### config.mk
export PLATFORM = sky130hd
export DESIGN_NAME = lba_to_chs_with_range_check_unit
export DESIGN_NICKNAME = d
export VERILOG_FILES = /design/src/rtl/core/l2chs_pkg.sv /design/src/rtl/core/l2chs_front.sv /design/src/rtl/core/l2chs_queue.sv /design/src/rtl/core/l2chs_back.sv /design/src/rtl/core/lba_to_chs_with_range_check_unit.sv
export SDC_FILE = /design/constraint.sdc
export NUM_CORES = 2
export LEC_CHECK = 0
export ABC_AREA = 1
export BUFFER_PORTS_ARGS = -buffer_cell sky130_fd_sc_hd__buf_2
export CORE_ASPECT_RATIO = 0.75
export CORE_MARGIN = 2
export CORE_UTILIZATION = 53
export CTS_BUF_LIST = sky130_fd_sc_hd__clkbuf_4 sky130_fd_sc_hd__clkbuf_8
export DETAILED_ROUTE_END_ITERATION = 8
export PLACE_DENSITY = 0.69
export SLEW_MARGIN = 25
export SYNTH_ARGS = -nofsm -noshare
export SYNTH_HDL_FRONTEND = slang
export SYNTH_SLANG_ARGS = --single-unit
### constraint.sdc
create_clock -name clock -period 20 [get_ports clock]
set_input_delay 6 -clock clock [delete_from_list [all_inputs] [get_ports clock]]
set_output_delay 6 -clock clock [all_outputs]
set_load 0.02 [all_outputs]
### src/rtl/core/l2chs_pkg.sv
// ----------------------------------------------------------------------------
// l2chs_pkg
// Shared types, constants and divider step functions for the LBA to
// cylinder/head/sector conversion unit.
// ----------------------------------------------------------------------------
`default_nettype none

package l2chs_pkg;

   // Geometry limits and reset values.
   localparam logic [5:0]  SPT_RESET  = 6'd63;
   localparam logic [4:0]  HC_RESET   = 5'd16;
   localparam logic [31:0] CAP_RESET  = 32'd0;
   localparam logic [4:0]  HEAD_LIMIT = 5'd16;

   // Configuration register indexes.
   typedef enum logic [1:0] {
      CSR_SECTORS_PER_TRACK = 2'd0,
      CSR_HEAD_COUNT        = 2'd1,
      CSR_CAPACITY_SECTORS  = 2'd2
   } csr_index_type;

   // Divider pipeline shape: a fixed number of quotient bits per stage.
   localparam int DIVIDEND_W         = 32;
   localparam int DIV_BITS_PER_STAGE = 8;
   localparam int DIV1_STAGES        = DIVIDEND_W / DIV_BITS_PER_STAGE;
   localparam int DIV2_STAGES        = DIVIDEND_W / DIV_BITS_PER_STAGE;
   localparam int PIPE_DEPTH         = DIV1_STAGES + DIV2_STAGES;

   localparam int QUEUE_DEPTH = 4;
   localparam int OUT_DEPTH   = 16;

   typedef struct packed {
      logic [5:0]  sectors_per_track;
      logic [4:0]  head_count;
      logic [31:0] capacity_sectors;
   } cfg_type;

   // Item as classified by the front end.
   typedef struct packed {
      logic [31:0] lba;
      logic        range_err;
      logic        geo_err;
   } work_type;

   // Partial state of the division by sectors per track.
   typedef struct packed {
      logic [31:0] word;
      logic [5:0]  rem;
   } div1_type;

   // Partial state of the division by head count.
   typedef struct packed {
      logic [31:0] word;
      logic [4:0]  rem;
   } div2_type;

   typedef struct packed {
      logic       range_err;
      logic       geo_err;
      logic [5:0] sec_rem;
      div1_type   d1;
      div2_type   d2;
   } pipe_type;

   typedef struct packed {
      logic [5:0]  sector;
      logic [3:0]  head;
      logic [15:0] cylinder;
      logic        out_of_range;
   } result_type;

   // Restoring division, one stage worth of quotient bits. The dividend bits
   // leave the top of word while quotient bits enter at the bottom.
   function automatic div1_type div1_step(input div1_type cur, input logic [5:0] divisor);
      div1_type   st;
      logic [6:0] part;
      st = cur;
      for (int b = 0; b < DIV_BITS_PER_STAGE; b++) begin
         part = {st.rem, st.word[DIVIDEND_W-1]};
         if (part >= {1'b0, divisor}) begin
            st.rem  = 6'(part - {1'b0, divisor});
            st.word = {st.word[DIVIDEND_W-2:0], 1'b1};
         end else begin
            st.rem  = part[5:0];
            st.word = {st.word[DIVIDEND_W-2:0], 1'b0};
         end
      end
      return st;
   endfunction

   function automatic div2_type div2_step(input div2_type cur, input logic [4:0] divisor);
      div2_type   st;
      logic [5:0] part;
      st = cur;
      for (int b = 0; b < DIV_BITS_PER_STAGE; b++) begin
         part = {st.rem, st.word[DIVIDEND_W-1]};
         if (part >= {1'b0, divisor}) begin
            st.rem  = 5'(part - {1'b0, divisor});
            st.word = {st.word[DIVIDEND_W-2:0], 1'b1};
         end else begin
            st.rem  = part[4:0];
            st.word = {st.word[DIVIDEND_W-2:0], 1'b0};
         end
      end
      return st;
   endfunction

endpackage

`default_nettype wire

### src/rtl/core/l2chs_front.sv
// ----------------------------------------------------------------------------
// l2chs_front
// Input stage: takes request transfers, runs the capacity and geometry checks
// and holds the classified item until the work queue takes it.
// ----------------------------------------------------------------------------
`default_nettype none

module l2chs_front
   import l2chs_pkg::*;
(
   input  wire logic        clock,
   input  wire logic        reset,
   input  wire cfg_type     cfg,
   input  wire logic        push,
   output logic             full,
   input  wire logic [31:0] req_lba,
   output logic             out_valid,
   output work_type         out_work,
   input  wire logic        out_ready
);

   logic     vld_ff, vld_in;
   work_type work_ff, work_in;
   logic     accept;

   assign full   = vld_ff && !out_ready;
   assign accept = push && !full;

   always_comb begin
      vld_in  = full ? vld_ff : push;
      work_in = work_ff;
      if (accept) begin
         work_in.lba       = req_lba;
         work_in.range_err = (req_lba >= cfg.capacity_sectors);
         work_in.geo_err   = (cfg.sectors_per_track == '0) || (cfg.head_count == '0) ||
                             (cfg.head_count > HEAD_LIMIT);
      end
   end

   always_ff @(posedge clock) begin
      if (reset) begin
         vld_ff <= 1'b0;
      end else begin
         vld_ff <= vld_in;
      end
   end

   always_ff @(posedge clock) begin
      work_ff <= work_in;
   end

   assign out_valid = vld_ff;
   assign out_work  = work_ff;

endmodule

`default_nettype wire

### src/rtl/core/l2chs_queue.sv
// ----------------------------------------------------------------------------
// l2chs_queue
// Short work queue between the front end and the divider pipeline.
// ----------------------------------------------------------------------------
`default_nettype none

module l2chs_queue
   import l2chs_pkg::*;
(
   input  wire logic     clock,
   input  wire logic     reset,
   input  wire logic     in_valid,
   input  wire work_type in_work,
   output logic          in_ready,
   output logic          out_valid,
   output work_type      out_work,
   input  wire logic     out_take
);

   localparam int PTR_W = $clog2(QUEUE_DEPTH);
   localparam int CNT_W = $clog2(QUEUE_DEPTH + 1);

   work_type           entry_ff [QUEUE_DEPTH];
   logic [PTR_W-1:0]   wr_ptr_ff, wr_ptr_in;
   logic [PTR_W-1:0]   rd_ptr_ff, rd_ptr_in;
   logic [CNT_W-1:0]   cnt_ff, cnt_in;
   logic               wr_en, rd_en;

   assign in_ready  = (cnt_ff != CNT_W'(QUEUE_DEPTH));
   assign out_valid = (cnt_ff != '0);
   assign out_work  = entry_ff[rd_ptr_ff];

   assign wr_en = in_valid && in_ready;
   assign rd_en = out_take && out_valid;

   always_comb begin
      wr_ptr_in = wr_en ? PTR_W'(wr_ptr_ff + 1'b1) : wr_ptr_ff;
      rd_ptr_in = rd_en ? PTR_W'(rd_ptr_ff + 1'b1) : rd_ptr_ff;
      cnt_in    = CNT_W'(cnt_ff + CNT_W'(wr_en) - CNT_W'(rd_en));
   end

   always_ff @(posedge clock) begin
      if (reset) begin
         wr_ptr_ff <= '0;
         rd_ptr_ff <= '0;
         cnt_ff    <= '0;
      end else begin
         wr_ptr_ff <= wr_ptr_in;
         rd_ptr_ff <= rd_ptr_in;
         cnt_ff    <= cnt_in;
      end
   end

   always_ff @(posedge clock) begin
      if (wr_en) begin
         entry_ff[wr_ptr_ff] <= in_work;
      end
   end

endmodule

`default_nettype wire

### src/rtl/core/l2chs_back.sv
// ----------------------------------------------------------------------------
// l2chs_back
// Back end: two pipelined restoring dividers (by sectors per track, then by
// head count) and the result queue that the response side reads.
// ----------------------------------------------------------------------------
`default_nettype none

module l2chs_back
   import l2chs_pkg::*;
(
   input  wire logic     clock,
   input  wire logic     reset,
   input  wire cfg_type  cfg,
   input  wire logic     q_valid,
   input  wire work_type q_work,
   output logic          q_take,
   output result_type    rsp,
   output logic          empty,
   input  wire logic     pop
);

   localparam int PTR_W = $clog2(OUT_DEPTH);
   localparam int OCC_W = $clog2(OUT_DEPTH + 1);

   pipe_type                issue_entry;
   pipe_type                pipe_in [PIPE_DEPTH];
   pipe_type                pipe_ff [PIPE_DEPTH];
   logic [PIPE_DEPTH-1:0]   vld_ff, vld_in;

   result_type              out_ff [OUT_DEPTH];
   result_type              res_new;
   logic [PTR_W-1:0]        wr_ptr_ff, wr_ptr_in;
   logic [PTR_W-1:0]        rd_ptr_ff, rd_ptr_in;
   logic [OCC_W-1:0]        cnt_ff, cnt_in;
   logic [OCC_W-1:0]        occ_ff, occ_in;
   logic                    issue, wr_en, pop_fire;
   pipe_type                last;

   function automatic pipe_type stage_next(input pipe_type cur, input int idx,
                                           input logic [5:0] spt, input logic [4:0] hc);
      pipe_type nxt;
      nxt = cur;
      if (idx < DIV1_STAGES) begin
         nxt.d1 = div1_step(cur.d1, spt);
         // The first quotient is the track number, which feeds the second divider.
         if (idx == DIV1_STAGES - 1) begin
            nxt.sec_rem = nxt.d1.rem;
            nxt.d2.word = nxt.d1.word;
            nxt.d2.rem  = '0;
         end
      end else begin
         nxt.d2 = div2_step(cur.d2, hc);
      end
      return nxt;
   endfunction

   // Items in the pipeline plus items in the result queue never exceed the
   // queue depth, so the pipeline itself never has to stall.
   assign issue    = q_valid && (occ_ff != OCC_W'(OUT_DEPTH));
   assign q_take   = issue;
   assign pop_fire = pop && !empty;
   assign empty    = (cnt_ff == '0);
   assign wr_en    = vld_ff[PIPE_DEPTH-1];

   always_comb begin
      issue_entry           = '0;
      issue_entry.range_err = q_work.range_err;
      issue_entry.geo_err   = q_work.geo_err;
      issue_entry.d1.word   = q_work.lba;
   end

   assign pipe_in[0] = stage_next(issue_entry, 0, cfg.sectors_per_track, cfg.head_count);

   for (genvar g = 1; g < PIPE_DEPTH; g++) begin : g_stage
      assign pipe_in[g] = stage_next(pipe_ff[g-1], g, cfg.sectors_per_track,
                                     cfg.head_count);
   end

   assign vld_in = {vld_ff[PIPE_DEPTH-2:0], issue};
   assign last   = pipe_ff[PIPE_DEPTH-1];

   always_comb begin
      if (last.geo_err) begin
         res_new = '0;
         res_new.out_of_range = 1'b1;
      end else begin
         res_new.sector       = 6'(last.sec_rem + 6'd1);
         res_new.head         = last.d2.rem[3:0];
         res_new.cylinder     = last.d2.word[15:0];
         res_new.out_of_range = last.range_err || (last.d2.word[31:16] != '0);
      end
   end

   always_comb begin
      wr_ptr_in = wr_en ? PTR_W'(wr_ptr_ff + 1'b1) : wr_ptr_ff;
      rd_ptr_in = pop_fire ? PTR_W'(rd_ptr_ff + 1'b1) : rd_ptr_ff;
      cnt_in    = OCC_W'(cnt_ff + OCC_W'(wr_en) - OCC_W'(pop_fire));
      occ_in    = OCC_W'(occ_ff + OCC_W'(issue) - OCC_W'(pop_fire));
   end

   always_ff @(posedge clock) begin
      if (reset) begin
         vld_ff    <= '0;
         wr_ptr_ff <= '0;
         rd_ptr_ff <= '0;
         cnt_ff    <= '0;
         occ_ff    <= '0;
      end else begin
         vld_ff    <= vld_in;
         wr_ptr_ff <= wr_ptr_in;
         rd_ptr_ff <= rd_ptr_in;
         cnt_ff    <= cnt_in;
         occ_ff    <= occ_in;
      end
   end

   always_ff @(posedge clock) begin
      pipe_ff <= pipe_in;
      if (wr_en) begin
         out_ff[wr_ptr_ff] <= res_new;
      end
   end

   assign rsp = out_ff[rd_ptr_ff];

endmodule

`default_nettype wire

### src/rtl/core/lba_to_chs_with_range_check_unit.sv
// ----------------------------------------------------------------------------
// lba_to_chs_with_range_check_unit
// Converts a linear block address to cylinder, head and one-based sector for
// a configured disk geometry, and flags addresses out of range.
//
//   Channel    Ports                                  Transfer when
//   request    req_lba                                push && !full
//   response   rsp_sector, rsp_head, rsp_cylinder,    pop && !empty
//              rsp_out_of_range
//   config     csr_index, csr_wdata                   csr_we
//
// One address is taken per cycle and one result is given per cycle, sustained
// while the response side pops. From request transfer to the result showing, an
// item passes the input stage register, loaded at the transfer edge itself, the
// work queue, the eight divider stages (8 quotient bits each) and the result queue.
// A stalled response side fills the 16-entry result queue, then the work queue,
// then raises full; the two sides otherwise stall independently.
// Reset is synchronous and empties every queue; geometry returns to 63/16 and
// capacity to 0.
// ----------------------------------------------------------------------------
`default_nettype none

module lba_to_chs_with_range_check_unit
   import l2chs_pkg::*;
(
   input  wire logic        clock,
   input  wire logic        reset,
   input  wire logic        push,
   output logic             full,
   input  wire logic [31:0] req_lba,
   output logic             empty,
   input  wire logic        pop,
   output logic [5:0]       rsp_sector,
   output logic [3:0]       rsp_head,
   output logic [15:0]      rsp_cylinder,
   output logic             rsp_out_of_range,
   input  wire logic        csr_we,
   input  wire logic [1:0]  csr_index,
   input  wire logic [31:0] csr_wdata
);

   cfg_type    cfg_ff, cfg_in;
   logic       fr_valid, q_ready;
   work_type   fr_work;
   logic       q_valid, q_take;
   work_type   q_work;
   result_type rsp;

   always_comb begin
      cfg_in = cfg_ff;
      if (csr_we) begin
         unique case (csr_index_type'(csr_index))
            CSR_SECTORS_PER_TRACK: cfg_in.sectors_per_track = csr_wdata[5:0];
            CSR_HEAD_COUNT:        cfg_in.head_count        = csr_wdata[4:0];
            CSR_CAPACITY_SECTORS:  cfg_in.capacity_sectors  = csr_wdata;
            default:               cfg_in = cfg_ff;
         endcase
      end
   end

   always_ff @(posedge clock) begin
      if (reset) begin
         cfg_ff.sectors_per_track <= SPT_RESET;
         cfg_ff.head_count        <= HC_RESET;
         cfg_ff.capacity_sectors  <= CAP_RESET;
      end else begin
         cfg_ff <= cfg_in;
      end
   end

   l2chs_front u_front (
      .clock     (clock),
      .reset     (reset),
      .cfg       (cfg_ff),
      .push      (push),
      .full      (full),
      .req_lba   (req_lba),
      .out_valid (fr_valid),
      .out_work  (fr_work),
      .out_ready (q_ready)
   );

   l2chs_queue u_queue (
      .clock     (clock),
      .reset     (reset),
      .in_valid  (fr_valid),
      .in_work   (fr_work),
      .in_ready  (q_ready),
      .out_valid (q_valid),
      .out_work  (q_work),
      .out_take  (q_take)
   );

   l2chs_back u_back (
      .clock   (clock),
      .reset   (reset),
      .cfg     (cfg_ff),
      .q_valid (q_valid),
      .q_work  (q_work),
      .q_take  (q_take),
      .rsp     (rsp),
      .empty   (empty),
      .pop     (pop)
   );

   assign rsp_sector       = rsp.sector;
   assign rsp_head         = rsp.head;
   assign rsp_cylinder     = rsp.cylinder;
   assign rsp_out_of_range = rsp.out_of_range;

   // A result without the error flag always carries a one-based sector.
   a_sector_nonzero: assert property (@(posedge clock) disable iff (reset)
      !empty && !rsp_out_of_range |-> rsp_sector != '0)
      else $error("valid result carries sector zero");

   // Reset leaves both queue faces idle.
   a_reset_idle: assert property (@(posedge clock)
      reset |=> empty && !full)
      else $error("queues not empty after reset");

   // The front stage keeps its item until the work queue takes it.
   a_front_holds: assert property (@(posedge clock) disable iff (reset)
      fr_valid && !q_ready |=> fr_valid && $stable(fr_work))
      else $error("front item lost while work queue full");

endmodule

`default_nettype wire

Yosys cells after proc, flatten, opt, wreduce, memory -nomap -nowiden
Memory sizes are Yosys's and may differ from the RTL's. A register that Yosys moved wholly into a read port is not among the register bits.
Index checks and enable logic that the tools add are counted.
{ "totals": {"word_cells": 292, "mem_bits_rw": 568, "out_inout_bits": 29, "regBits": 450, "memories": 2} }
{ "classes": {"n_eq_ne": 4, "reduce_logical": 21, "mux": 73, "n_addsub": 75, "order_cmp": 66} }
{ "memory_table": {"columns": ["name", "depth", "width", "rd", "rd_clocked_by_memory_dff", "wr", "line", "text"], "rows": [
  ["u_back.out_ff", 16, 27, 1, 1, 1, "l2chs_back.sv:30", "result_type out_ff [OUT_DEPTH];"],
  ["u_queue.entry_ff", 4, 34, 1, 1, 1, "l2chs_queue.sv:23", "work_type entry_ff [QUEUE_DEPTH];"]
]} }
{ "op_table": {"columns": ["operator", "n"], "rows": [
  ["$mux 7", 32],
  ["$ge 7x6->1", 31],
  ["$mux 6", 32],
  ["$ge 6x5->1", 31],
  ["$sub 6x6->6", 31],
  ["$sub 5x5->5", 31],
  ["$ge 32x32->1", 1],
  ["$mux 27", 1],
  ["$reduce_bool 16->1", 1],
  ["$add 5x1->5", 2],
  ["$logic_not 5->1", 2],
  ["$sub 5x1->5", 2],
  ["$add 4x1->4 const B", 2],
  ["$mux 4", 2],
  ["$add 6x1->6 const B", 1],
  ["$ge 1x6->1", 1],
  ["$logic_and 1x1->1", 6],
  ["$logic_not 6->1", 1],
  ["$reduce_and 2->1", 3],
  ["$sub 1x6->6", 1],
  ["$ge 1x5->1", 1],
  ["$gt 5x5->1 const B", 1],
  ["$ne 5x5->1 const B", 1],
  ["$sub 1x5->5", 1],
  ["12 further kinds", 21]
]} }

Depth between registers and ports, before layout
{ "logic_depth": {"depth_word": 16, "mapped_depth": 87, "depth_no_buf": 86} }

By module
From an unflattened synthesis, not the netlist that was laid out.
{ "unflattened": {"hier_cells": 5536, "area_unflattened_um2": 53667.7} }
{ "by_module_without_submodules": {"columns": ["module", "instances", "seq_area_each_um2", "area_per_inst_um2", "cells_per_inst"], "rows": [
  ["l2chs_back", 1, 20359.5, 44214.9, 4692],
  ["l2chs_queue", 1, 4264.1, 5724.2, 394],
  ["l2chs_front", 1, 1041.0, 1969.4, 189],
  ["lba_to_chs_with_range_check_unit", 1, 860.8, 1759.2, 261]
]} }

Worst setup path after synthesis
Ideal clock, no wire load.
{ "synth_timing": {"path_type": "flip-flop to flip-flop", "start": "register cfg_ff[38] (netlist bit)", "end": "register u_back.pipe_ff[453] (netlist bit)", "t_arrival_ns": 13.326, "path_buffers": 1, "period_less_slack_ns": 13.384, "setup_ns": 0.058, "slack_ns": 6.616, "stages_incl_launch_ff": 79, "required_ns": 19.942, "path_cell_list": "dfxtp_1 inv_1 ha_1 nand2_1 inv_1 nand2_1 nand2_1 nand2_1 nand3_2 buf_6 o21ai_0 ha_1 nand2_1 nand2_1 nand2_1 nand3_1 a21oi_4 nand3_4 [43 not listed] a21oi_1 o21ai_0 a221oi_1 inv_1 nor2_2 nand3_1 nand2_1 ha_1 a21oi_1 nand2_1 a21oi_1 inv_1 a21oi_1 o21a_1 inv_1 nor2_2 nand3_1 nand2_1"} }
{ "synth_lines": {"columns": ["item", "line", "text"], "rows": [
  ["start: declaration", "lba_to_chs_with_range_check_unit.sv:42", "cfg_type cfg_ff, cfg_in;"],
  ["start signal: assignment", "lba_to_chs_with_range_check_unit.sv:67", "cfg_ff <= cfg_in;"],
  ["end signal: assignment", "l2chs_back.sv:118", "pipe_ff <= pipe_in;"],
  ["end: declaration", "l2chs_back.sv:27", "pipe_type pipe_ff [PIPE_DEPTH];"]
]} }

==> results.sh <==
export IMPL_outcome="completed"
export IMPL_wirelength_um=122300
export IMPL_numPortBuffers=99
export IMPL_end_kind="flop"
export IMPL_path_class="reg -> reg"
export IMPL_htree_levels=4
export IMPL_start_util_pct=53.32
export IMPL_vias=38320
export IMPL_finalSetupViolCount=0
export IMPL_rsz0062_at_grt="no"
export IMPL_synth_area_um2=52770
export IMPL_wl_per_cell_um=17.27
export IMPL_synth_cell_type_count=60
export IMPL_max_stage_delay_ns=0.57
export IMPL_cts_root_buf="clkbuf_8"
export IMPL_clock_sinks=1024
export IMPL_cap_violations=0
export IMPL_overflow=0
export IMPL_antenna_found_initial=2
export IMPL_clkSlewWorstSetupHoldPaths_ns=0.07
export IMPL_cts_tree="built"
export IMPL_ys_flop_type="edfxtp_1"
export IMPL_holdCritPathClass="reg -> reg"
export IMPL_tns_ns=0
export IMPL_final_cell_mix="nand2_1, inv_1, edfxtp_1, dfxtp_1, ha_1"
export IMPL_ys_seq_area_share_pct=50.27
export IMPL_skew_ns=0.04890
export IMPL_hold_viol=0
export IMPL_max_freq_mhz=68.66
export IMPL_async_flop_share_pct=0
export IMPL_dr_pass1_iters=6
export IMPL_fin_crit_sh_pct=72.82
export IMPL_gp_congestion=0.9139
export IMPL_cts_hold_buf=0
export IMPL_grt_pass1_wl_um=195900
export IMPL_synth_edff_count=602
export IMPL_drive_gt1_share_pct=11.09
export IMPL_vias_per_cell=5.412
export IMPL_grt_max_degree=196
export IMPL_slew_viol_final=0
export IMPL_clock_latency_ns=0.84
export IMPL_route_detailed_drc=0
export IMPL_grt_use_total_pct=23.97
export IMPL_clockBufferDepth=3
export IMPL_die_x_um=368.3
export IMPL_post_cts_buffers=0
export IMPL_fp_row_count=100
export IMPL_start_kind="flop"
export IMPL_die_y_um=277.3
export IMPL_worst_ep_required_time_ns=20.74
export IMPL_synth_area_per_cell_um2=9.730
export IMPL_yosysWarningCount=0
export IMPL_maxSlewHeadroom_pct=27.75
export IMPL_grt_pass1_vias=37140
export IMPL_nets=6158
export IMPL_core_area_um2=98970
export IMPL_cp_slowest_cell="a221oi_1"
export IMPL_min_period_ns=14.56
export IMPL_worst_pin_slew_ns=1.084
export IMPL_area_growth_pct=11.17
export IMPL_critical_path_arrival_ns=15.30
export IMPL_io_pins=100
export IMPL_synth_fp_nets=5960
export IMPL_critPathMaxFanout=26
export IMPL_synth_seq_cells=1024
export IMPL_syn_inst=5423
export IMPL_cts_repair_resized=0
export IMPL_post_route_util_pct=59.27
export IMPL_cts_buffers=157
export IMPL_path_common_cell="nand2_1"
export IMPL_final_common_cell="nand2_1"
export IMPL_drtIter0Drc=3441
export IMPL_dieArea_um2=102100
export IMPL_dp_hpwl_um=80900
export IMPL_ant_nets=0
## per-stage QoR
step                      instance area, µm²  cells  setup WS [ns]  hold slack, ns
final                                  58660   7081          5.436          0.2932
after global routing                   58660   7081          3.872          0.3092
after CTS                              58640   7078          5.635          0.2968
after detailed placement               55160   6788          5.682          0.3121
after global placement                 55030   6783          6.139          0.3100
after floorplan                        52770   5423          6.616          0.3096
## worst paths after layout
check / start / endpoint / slack (ns) / cells past startpoint
setup / recovery: cfg_ff[38] / u_back.pipe_ff[457] / 5.44 / 80
hold / removal: u_back.pipe_ff[194] / u_back.pipe_ff[119] / 0.29 / 0
setup reg to reg: cfg_ff[38] / u_back.pipe_ff[457] / 5.44 / 80
hold reg to reg: u_back.pipe_ff[194] / u_back.pipe_ff[119] / 0.29 / 0
## state kept, by name, indices dropped and copies added, names as in the netlist, 5 cells and up, named ones only
signal            cells
u_back.last          44
u_back.occ_ff         5
u_back.vld_ff         8
u_back.out_ff       432
u_back.cnt_ff         5
cfg_ff               43
u_queue.entry_ff    136
u_front.out_work     34
u_back.pipe_ff      295
## cell usage after synthesis, types with 7 or more instances
cell / count / area, µm²
nor4_1: 8 / 50.05
xor2_1: 130 / 1139
nor2_1: 263 / 987.2
fa_1: 65 / 1301
inv_1: 707 / 2654
a211oi_1: 12 / 90.09
o21ai_1: 15 / 75.07
nand2_2: 32 / 200.2
nand2_4: 19 / 214.0
o211ai_1: 118 / 885.9
a31oi_1: 19 / 118.9
o21a_1: 18 / 135.1
ha_1: 401 / 5017
clkbuf_1: 94 / 352.8
a21oi_2: 8 / 70.07
edfxtp_1: 602 / 18080
nor2_2: 26 / 162.7
o21bai_1: 16 / 120.1
a21oi_1: 345 / 1727
a21o_1: 7 / 52.55
xnor2_1: 68 / 595.6
buf_1: 19 / 71.32
nand3_4: 28 / 490.5
dfxtp_1: 422 / 8448
o21ai_0: 390 / 1952
nand3_1: 332 / 1662
nor3_1: 26 / 130.1
inv_2: 17 / 63.81
o22ai_1: 27 / 168.9
nand2_1: 934 / 3506
nand4_1: 53 / 331.6
mux2i_1: 109 / 1091
nand3b_1: 10 / 75.07
nand3_2: 24 / 240.2
## worst max-delay path: cells and delay by family, from the launching register on
family / cells / cell delay, ns
buffers and inverters: 12 / 1.98
and+or+nand+nor: 32 / 3.63
AOI/OAI and AO/OA: 28 / 5.94
adders and majority gates: 8 / 2.54
DFF: 1 / 0.31
## cell families after synthesis
kind of cell | after synthesis | synth area share, %
buf+inv | 848 | 6.111
mux | 109 | 2.068
xor+xnor | 198 | 3.286
flops | 1024 | 50.27
fa+ha+maj | 466 | 11.97
compound gates | 1007 | 10.77
simple gates | 1771 | 15.52
## cell type report
| class | instances | area [µm²] |
|---|---|---|
| clock buffers | 235 | 2865 |
| fillers | 8210 | 40310 |
| diodes | 3 | 7.507 |
| clock inverters | 55 | 618.1 |
| repair buffers | 160 | 1059 |
| inverters | 727 | 2730 |
| multi-input cells | 3551 | 23180 |
| flip-flops and latches | 1024 | 26540 |
| well taps | 1326 | 1659 |
## per-layer routing
layer	track usage, %	up-vias	part of all wire [%]
li1	-	18960	-
met1	35.96	18050	48
met2	35.86	1131	43
met3	3.998	184	7.1
met4	6.457	0	1.7
met5	0	-	0
Power is left out: the tool's default activity adds up to more than one toggle a clock period on the data nets, which glitch-free logic cannot reach.
